$ cat src/rmb_pkg.sv
// Shared constants, types and helpers for the recursive mutex bank.
// No dependencies; imported by recursive_mutex_bank.
`timescale 1ns / 1ps

package rmb_pkg;

  localparam int MUTEX_COUNT  = 16;
  localparam int THREAD_COUNT = 16;
  localparam int COUNT_BITS   = 8;
  localparam int MAX_RESULTS  = 16;

  localparam int MIDX_W = $clog2(MUTEX_COUNT);
  localparam int TIDX_W = $clog2(THREAD_COUNT);
  localparam int LINK_W = MIDX_W + 1;
  localparam int K_W    = $clog2(MAX_RESULTS);

  typedef logic [LINK_W-1:0] link_t;
  localparam link_t NIL = '1;
  localparam logic [K_W-1:0] K_LAST = K_W'(MAX_RESULTS - 1);

  typedef enum logic [1:0] {
    OP_LOCK       = 2'd0,
    OP_TRY        = 2'd1,
    OP_UNLOCK     = 2'd2,
    OP_UNLOCK_ALL = 2'd3
  } op_e;

  typedef enum logic [2:0] {
    ST_GRANTED   = 3'd0,
    ST_WAIT      = 3'd1,
    ST_BUSY      = 3'd2,
    ST_OVERFLOW  = 3'd3,
    ST_DECR      = 3'd4,
    ST_RELEASED  = 3'd5,
    ST_NOT_OWNER = 3'd6,
    ST_NONE      = 3'd7
  } status_e;

  typedef enum logic [2:0] {
    S_IDLE,
    S_EVAL,
    S_WALK,
    S_FIX_NW,
    S_FIX_OD
  } state_e;

  typedef struct packed {
    op_e        operation;
    logic [3:0] mutex_index;
    logic [3:0] thread_id;
  } req_t;

  typedef struct packed {
    status_e     status;
    logic [3:0]  result_mutex;
    logic [15:0] woken_threads;
    logic        last_result;
  } rsp_t;

  typedef struct packed {
    logic                    valid;
    logic [TIDX_W-1:0]       owner;
    logic [COUNT_BITS-1:0]   count;
    logic [THREAD_COUNT-1:0] waiters;
    link_t                   newer;
    link_t                   older;
  } mutex_ent_t;

  typedef struct packed {
    link_t newest;
    link_t oldest;
  } thread_ent_t;

  localparam mutex_ent_t MENT_RESET = '{
    valid:   1'b0,
    owner:   '0,
    count:   '0,
    waiters: '0,
    newer:   NIL,
    older:   NIL
  };

  localparam thread_ent_t TENT_RESET = '{newest: NIL, oldest: NIL};

  function automatic logic link_ok(input link_t l);
    return 32'(l) < MUTEX_COUNT;
  endfunction

endpackage

$ cat src/recursive_mutex_bank.sv
// Recursive mutex bank: per-mutex table and per-thread held-list table in
// synchronous memories, driven by a read-modify-write sequencer. Uses rmb_pkg.
`timescale 1ns / 1ps

// Lock, try-lock and unlock answer from the evaluate state; unlock-all answers
// from each walk state, or from evaluate when nothing is held. Relinking a list
// neighbor adds a fix state each (at most 2). Unlock-all walks once per released
// mutex, plus a fix state when held mutexes remain; one mutex-table port pair.
// Reset: per-entry written flags clear at once; unwritten entries read as free.
// Results are strobed for one cycle; the receiver cannot stall.
module recursive_mutex_bank (
  input  logic          clk_i,
  input  logic          rst_ni,
  input  logic          start,
  input  rmb_pkg::req_t req_i,
  output logic          busy,
  output logic          result_valid_o,
  output rmb_pkg::rsp_t result_o
);
  import rmb_pkg::*;

  state_e state_q, state_d;

  op_e        op_q;
  logic [3:0] m_q;
  logic [3:0] t_q;
  link_t      nw_q, nw_d;
  link_t      od_q, od_d;
  link_t      o_q, o_d;
  logic [K_W-1:0] k_q, k_d;
  thread_ent_t th_q, th_d;

  mutex_ent_t  mutex_mem [MUTEX_COUNT];
  thread_ent_t thread_mem [THREAD_COUNT];
  logic [MUTEX_COUNT-1:0]  m_wr_q;
  logic [THREAD_COUNT-1:0] t_wr_q;
  mutex_ent_t  m_rdata_q;
  thread_ent_t t_rdata_q;
  logic        m_rvld_q, t_rvld_q;

  logic              m_we, t_we;
  logic [MIDX_W-1:0] m_waddr, m_raddr;
  logic [TIDX_W-1:0] t_raddr;
  mutex_ent_t        m_wdata;
  thread_ent_t       t_wdata;

  logic res_vld_d;
  rsp_t res_d;

  mutex_ent_t  me;
  thread_ent_t th;
  logic        accept;
  logic        m_ok, t_ok, owned;
  logic        me_nw_ok, me_od_ok, head_ok, oldest_ok;
  logic        is_push, is_release, eval_walk, walk_last;
  link_t       m_lnk;

  assign busy   = (state_q != S_IDLE);
  assign accept = start && !busy;

  assign me        = m_rvld_q ? m_rdata_q : MENT_RESET;
  assign th        = t_rvld_q ? t_rdata_q : TENT_RESET;
  assign m_ok      = 32'(m_q) < MUTEX_COUNT;
  assign t_ok      = 32'(t_q) < THREAD_COUNT;
  assign m_lnk     = LINK_W'(m_q);
  assign owned     = me.valid && (me.owner == TIDX_W'(t_q));
  assign me_nw_ok  = link_ok(me.newer);
  assign me_od_ok  = link_ok(me.older);
  assign head_ok   = link_ok(th.newest);
  assign oldest_ok = link_ok(th.oldest);
  assign is_push   = ((op_q == OP_LOCK) || (op_q == OP_TRY)) && m_ok && t_ok && !me.valid;
  assign is_release = (op_q == OP_UNLOCK) && m_ok && t_ok && owned
                      && !(me.count > COUNT_BITS'(1));
  assign eval_walk = (op_q == OP_UNLOCK_ALL) && t_ok && oldest_ok;
  assign walk_last = !me_nw_ok || (k_q == K_LAST);

  always_comb begin
    state_d = state_q;
    unique case (state_q)
      S_IDLE: begin
        if (accept) state_d = S_EVAL;
      end
      S_EVAL: begin
        if (is_push && head_ok) state_d = S_FIX_OD;
        else if (is_release && me_nw_ok) state_d = S_FIX_NW;
        else if (is_release && me_od_ok) state_d = S_FIX_OD;
        else if (eval_walk) state_d = S_WALK;
        else state_d = S_IDLE;
      end
      S_WALK: begin
        if (!walk_last) state_d = S_WALK;
        else if (me_nw_ok) state_d = S_FIX_NW;
        else state_d = S_IDLE;
      end
      S_FIX_NW: begin
        state_d = link_ok(od_q) ? S_FIX_OD : S_IDLE;
      end
      S_FIX_OD: state_d = S_IDLE;
      default:  state_d = S_IDLE;
    endcase
  end

  always_comb begin
    m_we    = 1'b0;
    m_waddr = MIDX_W'(m_q);
    m_wdata = me;
    m_raddr = MIDX_W'(m_q);
    t_we    = 1'b0;
    t_wdata = th;
    t_raddr = TIDX_W'(t_q);
    nw_d    = nw_q;
    od_d    = od_q;
    o_d     = o_q;
    k_d     = k_q;
    th_d    = th_q;
    res_vld_d = 1'b0;
    res_d = '{status: ST_GRANTED, result_mutex: m_q, woken_threads: '0, last_result: 1'b1};

    unique case (state_q)
      S_IDLE: begin
        m_raddr = MIDX_W'(req_i.mutex_index);
        t_raddr = TIDX_W'(req_i.thread_id);
      end
      S_EVAL: begin
        case (op_q) inside
          OP_LOCK, OP_TRY: begin
            res_vld_d = 1'b1;
            if (!(m_ok && t_ok)) begin
              res_d.status = ST_BUSY;
            end else if (!me.valid) begin
              m_we    = 1'b1;
              m_wdata = '{valid: 1'b1, owner: TIDX_W'(t_q), count: COUNT_BITS'(1),
                          waiters: me.waiters, newer: NIL, older: th.newest};
              t_we    = 1'b1;
              t_wdata = '{newest: m_lnk, oldest: head_ok ? th.oldest : m_lnk};
              res_d.status = ST_GRANTED;
              m_raddr = MIDX_W'(th.newest);
              od_d    = th.newest;
              nw_d    = m_lnk;
            end else if (owned) begin
              if (me.count == '1) begin
                res_d.status = ST_OVERFLOW;
              end else begin
                m_we          = 1'b1;
                m_wdata.count = me.count + COUNT_BITS'(1);
                res_d.status  = ST_GRANTED;
              end
            end else if (op_q == OP_TRY) begin
              res_d.status = ST_BUSY;
            end else begin
              m_we            = 1'b1;
              m_wdata.waiters = me.waiters | (THREAD_COUNT'(1) << TIDX_W'(t_q));
              res_d.status    = ST_WAIT;
            end
          end
          OP_UNLOCK: begin
            res_vld_d = 1'b1;
            if (!(m_ok && t_ok && owned)) begin
              res_d.status = ST_NOT_OWNER;
            end else if (me.count > COUNT_BITS'(1)) begin
              m_we          = 1'b1;
              m_wdata.count = me.count - COUNT_BITS'(1);
              res_d.status  = ST_DECR;
            end else begin
              m_we    = 1'b1;
              m_wdata = MENT_RESET;
              t_we    = 1'b1;
              t_wdata = '{newest: me_nw_ok ? th.newest : me.older,
                          oldest: me_od_ok ? th.oldest : me.newer};
              res_d.status        = ST_RELEASED;
              res_d.woken_threads = 16'(me.waiters);
              nw_d    = me.newer;
              od_d    = me.older;
              m_raddr = me_nw_ok ? MIDX_W'(me.newer) : MIDX_W'(me.older);
            end
          end
          default: begin
            if (eval_walk) begin
              o_d     = th.oldest;
              k_d     = '0;
              th_d    = th;
              m_raddr = MIDX_W'(th.oldest);
            end else begin
              res_vld_d          = 1'b1;
              res_d.status       = ST_NONE;
              res_d.result_mutex = '0;
            end
          end
        endcase
      end
      S_WALK: begin
        m_we    = 1'b1;
        m_waddr = MIDX_W'(o_q);
        m_wdata = MENT_RESET;
        t_we    = 1'b1;
        t_wdata = '{newest: me_nw_ok ? th_q.newest : NIL, oldest: me.newer};
        th_d    = t_wdata;
        res_vld_d           = 1'b1;
        res_d.status        = ST_RELEASED;
        res_d.result_mutex  = 4'(o_q);
        res_d.woken_threads = 16'(me.waiters);
        res_d.last_result   = walk_last;
        m_raddr = MIDX_W'(me.newer);
        if (!walk_last) begin
          o_d = me.newer;
          k_d = k_q + K_W'(1);
        end else begin
          nw_d = me.newer;
          od_d = NIL;
        end
      end
      S_FIX_NW: begin
        m_we          = 1'b1;
        m_waddr       = MIDX_W'(nw_q);
        m_wdata.older = od_q;
        m_raddr       = MIDX_W'(od_q);
      end
      S_FIX_OD: begin
        m_we          = 1'b1;
        m_waddr       = MIDX_W'(od_q);
        m_wdata.newer = nw_q;
      end
      default: ;
    endcase
  end

  always_ff @(posedge clk_i) begin
    if (m_we) mutex_mem[m_waddr] <= m_wdata;
    if (t_we) thread_mem[TIDX_W'(t_q)] <= t_wdata;
    m_rdata_q <= mutex_mem[m_raddr];
    t_rdata_q <= thread_mem[t_raddr];
  end

  always_ff @(posedge clk_i or negedge rst_ni) begin
    if (!rst_ni) begin
      m_wr_q   <= '0;
      t_wr_q   <= '0;
      m_rvld_q <= 1'b0;
      t_rvld_q <= 1'b0;
    end else begin
      if (m_we) m_wr_q[m_waddr] <= 1'b1;
      if (t_we) t_wr_q[TIDX_W'(t_q)] <= 1'b1;
      m_rvld_q <= m_wr_q[m_raddr];
      t_rvld_q <= t_wr_q[t_raddr];
    end
  end

  always_ff @(posedge clk_i or negedge rst_ni) begin
    if (!rst_ni) begin
      state_q        <= S_IDLE;
      result_valid_o <= 1'b0;
    end else begin
      state_q        <= state_d;
      result_valid_o <= res_vld_d;
    end
  end

  always_ff @(posedge clk_i) begin
    if (accept) begin
      op_q <= req_i.operation;
      m_q  <= req_i.mutex_index;
      t_q  <= req_i.thread_id;
    end
    nw_q     <= nw_d;
    od_q     <= od_d;
    o_q      <= o_d;
    k_q      <= k_d;
    th_q     <= th_d;
    result_o <= res_d;
  end

endmodule
$ cat config.mk
export PLATFORM = sky130hd
export DESIGN_NAME = recursive_mutex_bank
export DESIGN_NICKNAME = d
export VERILOG_FILES = /design/src/rmb_pkg.sv /design/src/recursive_mutex_bank.sv
export SDC_FILE = /design/constraint.sdc
export NUM_CORES = 1
export LEC_CHECK = 0
export ABC_CLOCK_PERIOD_IN_PS = 8800
export BUFFER_PORTS_ARGS = -buffer_cell sky130_fd_sc_hd__buf_2
export CAP_MARGIN = 15
export CORE_UTILIZATION = 40
export DETAILED_ROUTE_END_ITERATION = 6
export GPL_ROUTABILITY_DRIVEN = 0
export GPL_TIMING_DRIVEN = 0
export PLACE_DENSITY_LB_ADDON = 0.1
export REMOVE_ABC_BUFFERS = 1
export SLEW_MARGIN = 0
export SYNTH_ARGS = -nofsm -noshare
export SYNTH_HDL_FRONTEND = slang
export SYNTH_SLANG_ARGS = --single-unit
$ cat constraint.sdc
create_clock -name clk_i -period 8.8 [get_ports clk_i]
set_input_delay 0.44 -clock clk_i [delete_from_list [all_inputs] [get_ports clk_i]]
set_output_delay 0.44 -clock clk_i [all_outputs]
set_load 0.02 [all_outputs]
Word-level counts from Yosys, hierarchy flattened. Memories as Yosys holds them, arrays and structs flattened. A register that Yosys moved wholly into a read port is not among the register bits. Index checks and enable logic that the tools add are counted. W data, S select, Z words.

Latch bits: 0. Bits in writable memories: 784. Logic and storage cells: 206. Output and inout bits: 26. Register bits after elaboration: 95. Memories kept: 2. Input port bits: 13. Bits in read-only memories: 0.

Reductions and logical operators: 26. Magnitude comparators: 12. Div/mod/pow operators: 0. Add/sub/neg operators: 3. Bitwise operators: 3. Equality and inequality tests: 20. Multipliers: 0. Shift-type cells: 1. Mux-type cells: 121.

Memories: mutex_mem (words 16, bits a word 39, read ports 1, clocked after memory_dff 1, write ports 1, RTL line recursive_mutex_bank.sv:33) `mutex_ent_t mutex_mem [MUTEX_COUNT];`; thread_mem (words 16, bits a word 10, read ports 1, clocked after memory_dff 1, write ports 1, RTL line recursive_mutex_bank.sv:34) `thread_ent_t thread_mem [THREAD_COUNT];`.

Operators by type and width (count): $mux W39 (4); $mux W10 (10); $mux W16 (6); $mux W5 (17); $mux W4 (19); $pmux W29 S2 (1); $or A16 B16 Y16 (3); $pmux W23 S2 (1); $pmux W10 S2 (2); $pmux W5 S3 (2); $mux W3 (9); $mux W26 (1); $lt A5 B5 Y1 const B (5); $mux W1 (24); $mux W24 (1); $mux W8 (3); $lt A4 B5 Y1 const B (4); $pmux W5 S2 (2); $pmux W4 S2 (2); $pmux W4 S4 (1); $shl A1 B4 Y16 const A (1); $mux W2 (6); $ne A2 B2 Y1 const B (6); $pmux W3 S4 (1); 32 further kinds (55).

Longest topological paths before layout.
Depth after elaboration: 10. Mapped depth: 17. Mapped depth without buffers: 11.

Worst setup path after synthesis. OpenSTA, ideal clock, no wires.

Path kind: register to register. From: register m_rvld_q. To: memory mutex_mem[11][0] (netlist name) (enable). Arrival: 4150 ps. Period minus slack after synthesis: 4586 ps. Path buffers: 4. Path slack: 4214 ps. Setup time: 435 ps. Required time: 8365 ps. Cell stages (with the launch flop): 16. Cells stage by stage: dfrtp_1 -> buf_2 -> clkbuf_1 -> clkbuf_1 -> nand2_1 -> inv_1 -> ha_1 -> nand3_1 -> or3_1 -> nand3_1 -> a31oi_1 -> o21ai_0 -> a22oi_1 -> nand2_1 -> clkbuf_1 -> nor2_1.

Longest elaborated chain between the ends: 9. Elaborated cells on any way between the ends: 13. Those cells by class: eq/ne: 2; mux: 10; reduce/logical: 1.

Ends and longest elaborated chain: start: declaration (RTL line recursive_mutex_bank.sv:39) `logic m_rvld_q, t_rvld_q;`; start signal: assignment (RTL line recursive_mutex_bank.sv:243) `m_rvld_q <= m_wr_q[m_raddr];`; $mux W39 (*) (RTL line recursive_mutex_bank.sv:61) `assign me = m_rvld_q ? m_rdata_q : MENT_RESET;`; $eq A8 B8 Y1 / $eq A4 B4 Y1 (equally long branches) (RTL line recursive_mutex_bank.sv:141, recursive_mutex_bank.sv:66); $mux W1 / $logic_and A1 B1 Y1 (equally long branches) (RTL line recursive_mutex_bank.sv:141, recursive_mutex_bank.sv:66); $mux W1 (on tied branches) (RTL line recursive_mutex_bank.sv:140, recursive_mutex_bank.sv:158); $mux W1 (on tied branches) (RTL line recursive_mutex_bank.sv:130, recursive_mutex_bank.sv:125); $mux W1 (*) (RTL line recursive_mutex_bank.sv:125) `case (op_q) inside`; $pmux W1 S2 (*) (RTL line recursive_mutex_bank.sv:119) `unique case (state_q)`; $mux W1 (*) (RTL line recursive_mutex_bank.sv:228) `if (m_we) mutex_mem[m_waddr] <= m_wdata;`; $mux W1 (implied by the code) (*) (RTL line recursive_mutex_bank.sv:228); end: declaration (RTL line recursive_mutex_bank.sv:33).

Mark *: on every way between the ends. The rest lies on a longest branch, timed or not.

Final worst setup path.
From: register m_rvld_q. To: register, netlist name m_rdata_q[30].

Longest elaborated chain between the ends: 8. Elaborated cells on any way between the ends: 12. Those cells by class: order compare: 2; eq/ne: 1; mux: 8; reduce/logical: 1.

Ends and longest elaborated chain: $mux W39 (*) (RTL line recursive_mutex_bank.sv:61); $lt A5 B5 Y1 (RTL line rmb_pkg.sv:86) `return 32'(l) < MUTEX_COUNT;`; $mux W4 (RTL line recursive_mutex_bank.sv:174) `m_raddr = me_nw_ok ? MIDX_W'(me.newer) : MIDX_W'(me.older);`; $mux W4 (RTL line recursive_mutex_bank.sv:160) `end else if (me.count > COUNT_BITS'(1)) begin`; $mux W4 (RTL line recursive_mutex_bank.sv:158) `if (!(m_ok && t_ok && owned)) begin`; $mux W4 (2 in series) (RTL line recursive_mutex_bank.sv:125); $pmux W4 S4 (*) (RTL line recursive_mutex_bank.sv:119).

Marks and branches as above. A chain may end at the register's enable or synchronous reset.

==> impl_metrics.json <==
{
  "status": "completed",
  "clock_path_buffers": 3,
  "final_cell_mix": "817 x edfxtp_1, 288 x mux2i_1, 143 x o22ai_1",
  "final.setup_skew_ps": 42.38,
  "overflow": 0,
  "yosysSeqAreaShare_pct": 72.39,
  "end_kind": "flop",
  "report.final.slew_viol_count": 0,
  "crit_type": "reg -> reg",
  "ff2ff_setup_slack_ps": 2840,
  "synth_ff_type": "edfxtp_1",
  "postCtsSetupBuffers": 0,
  "core_um2": 91940,
  "layout_setup_ws_ps": 2844,
  "ir_drop_mv": 0.3317,
  "maxSlewHeadroom_pct": 16.97,
  "fin_area_um2": 43800,
  "arrival_ps": 6470,
  "grt_pass1_wl_mm": 146.0,
  "drc": 0,
  "synth-edff-count": 817,
  "syn_area_per_cell_um2": 15.80,
  "clkLatencyLatePin_ps": 680,
  "cp-startpoint": "m_rvld_q",
  "fin_crit_ps": 5956,
  "cp-start-kind": "flop",
  "drtIter0Drc": 2051,
  "portBuffers": 38,
  "ys_seq_elements": 928,
  "cp.required_ps": 9310,
  "routed_wl_mm": 100.6,
  "preCtsSetupSlack_ps": 2978,
  "drv_cap": 0,
  "hold_path_class": "in -> reg",
  "timing.rr.start": "m_rvld_q",
  "synth_cells": 2356,
  "reg2reg_to": "m_rdata_q[30]",
  "dpl_cell_area_um2": 40120,
  "tightest_slew_ps": 1245,
  "min_path_cells": 1,
  "cts_tree": "done",
  "cts.sinks": 928,
  "power.leakage_uw": 0.01498,
  "powerDensity_nw_per_um2": 361.5,
  "area_delta_synth_final_pct": 17.65,
  "syn_area_um2": 37230,
  "power_uw": 15830,
  "hpwl_mm": 62.35,
  "yosys_warnings": 0,
  "clk_pin_slew_ps": 60,
  "setup_viol": 0,
  "detail_route.vias_per_cell": 5.660,
  "drive_gt1_share_pct": 16.61,
  "numCtsBuffers": 100,
  "rsz0062_at_grt": "no",
  "die_w_um": 307.1,
  "antenna_found_initial": 1,
  "endpoint": "m_rdata_q[30]",
  "critPathMaxFanout": 47,
  "htree_levels": 3,
  "first_pass_iters": 5,
  "grt.total_usage_pct": 21.38,
  "fmax_mhz": 167.9,
  "start_util_pct": 40.49,
  "placementRows": 111,
  "rr_worst_depth": 15,
  "ant_nets": 0,
  "cts_root_buf": "clkbuf_16",
  "synth_cell_types": 74,
  "grt_pass1_vias": 21159,
  "boundaryPins": 39,
  "final.period_utilization_pct": 67.68,
  "finalHoldViolations": 0,
  "grt_start_max_net_pins": 51,
  "nNetsFinal": 2471,
  "fin_util_pct": 47.64,
  "async_reset_ff_share_pct": 4.095,
  "final_common_cell": "edfxtp_1",
  "num_vias": 21424,
  "die_h_um": 307.1,
  "die_area_um2": 94290,
  "wl_per_cell_um": 26.59
}
## what timing repair did
| item | in CTS | in global routing |
|---|---|---|
| gates resized for setup | 0 | 0 |
| hold buffers | 7 | 0 |
| endpoints found under the hold margin | 44 | 0 |
## how the worst min path moves through the flow
stage                    start         end  slack (ps)
CTS                   req_i[4]      m_q[0]         0.4
global route          req_i[4]      m_q[0]          10
global placement    m_wr_q[12]  m_wr_q[12]         440
floorplan               rst_ni    m_rvld_q         140
finish                req_i[4]      m_q[0]          50
detailed placement   t_wr_q[0]   t_wr_q[0]         450
## synthesized netlist by cell type (7+ instances only)
cell type    n  area (µm²)
clkbuf_1    89       334.1
o2bb2ai_1   39       341.6
a21oi_1     54       270.3
or2_2       28       175.2
o211ai_1     8       60.06
buf_1       12       45.04
a31oi_1     21       131.4
or3_1        7       43.79
o21bai_1     9       67.56
o22ai_1    143       894.6
nand2b_1    23       143.9
dfrtp_1     38       950.9
buf_2       32       160.2
nor3_1      23       115.1
a211oi_1    24       180.2
inv_1       12       45.04
nor2b_1     11       68.82
mux2_1      25       281.5
mux2i_1    292        2923
or4_1       45       337.8
nor2_1     139       521.8
mux2_2      19       214.0
and2_1      18       112.6
o21ai_0     64       320.3
nand3_1     22       110.1
edfxtp_1   817       24530
nand2_1    111       416.7
dfxtp_1     73        1461
mux4_2      44       991.0
## per-layer routing
metal	part of all wire (%)	track usage, %	vias up
li1	-	-	9507
met1	44	29.82	11014
met2	47	34.43	727
met3	5.7	3.446	174
met4	3.0	6.502	2
met5	0.013	0	-
## power by group
group	total (µW)	internal, µW	switching (µW)
clock network	4360	2630	1730
registers	6230	5880	346
logic	5240	1970	3270
total	15800	10500	5350
## per-stage QoR
stage | cells | setup TNS (ps) | hold slack [ps]
after floorplan | 2214 | -223760 | 144.4
after global placement | 3495 | -887750 | 443.7
after detailed placement | 3575 | 0 | 449.2
after CTS | 3771 | 0 | 0.4385
after global routing | 3784 | 0 | 11.54
final | 3785 | 0 | 53.32
## critical path, cell delays in order (launching register included)
cell,delay [ps]
dfrtp_2,720
buf_12,280
nand2_1,160
inv_1,150
ha_1,170
nor2_1,110
or3_1,390
nor4_4,570
buf_6,250
a221o_1,310
and2_4,790
buf_16,360
buf_16,290
mux2_2,380
o2bb2ai_1,110
or4_1,560
## cell type report
class                      count  area, µm²
antenna                        1      2.502
clock buffer                 145       2883
clock inverter                44      593.1
fill                        7887      48140
inverter                      13      48.80
multi-input combinational   1273       9872
sequential                   928      26950
tap                         1243       1555
timing repair buffer         138       1896
## flip-flops by register name, summed over array words and instances, names as in the netlist, 2 cells and up
name	count
mutex_mem	624
thread_mem	160
m_rdata_q	39
result_o	24
m_wr_q	16
t_wr_q	16
t_rdata_q	10
nw_q	5
od_q	5
th_q	5
k_q	4
m_q	4
o_q	4
t_q	4
state_q	3
op_q	2
## cell families after synthesis
| family | synth area share, % |
|---|---|
| flip-flops | 72.39 |
| XOR/XNOR | 0.2588 |
| adder cells (fa/ha/maj) | 0.1345 |
| AO/OA/AOI/OAI | 7.465 |
| buffers and inverters | 1.791 |
| AND/OR/NAND/NOR | 6.121 |
| multiplexers | 11.84 |
No activity file was read; power rests on OpenSTA's default activity.
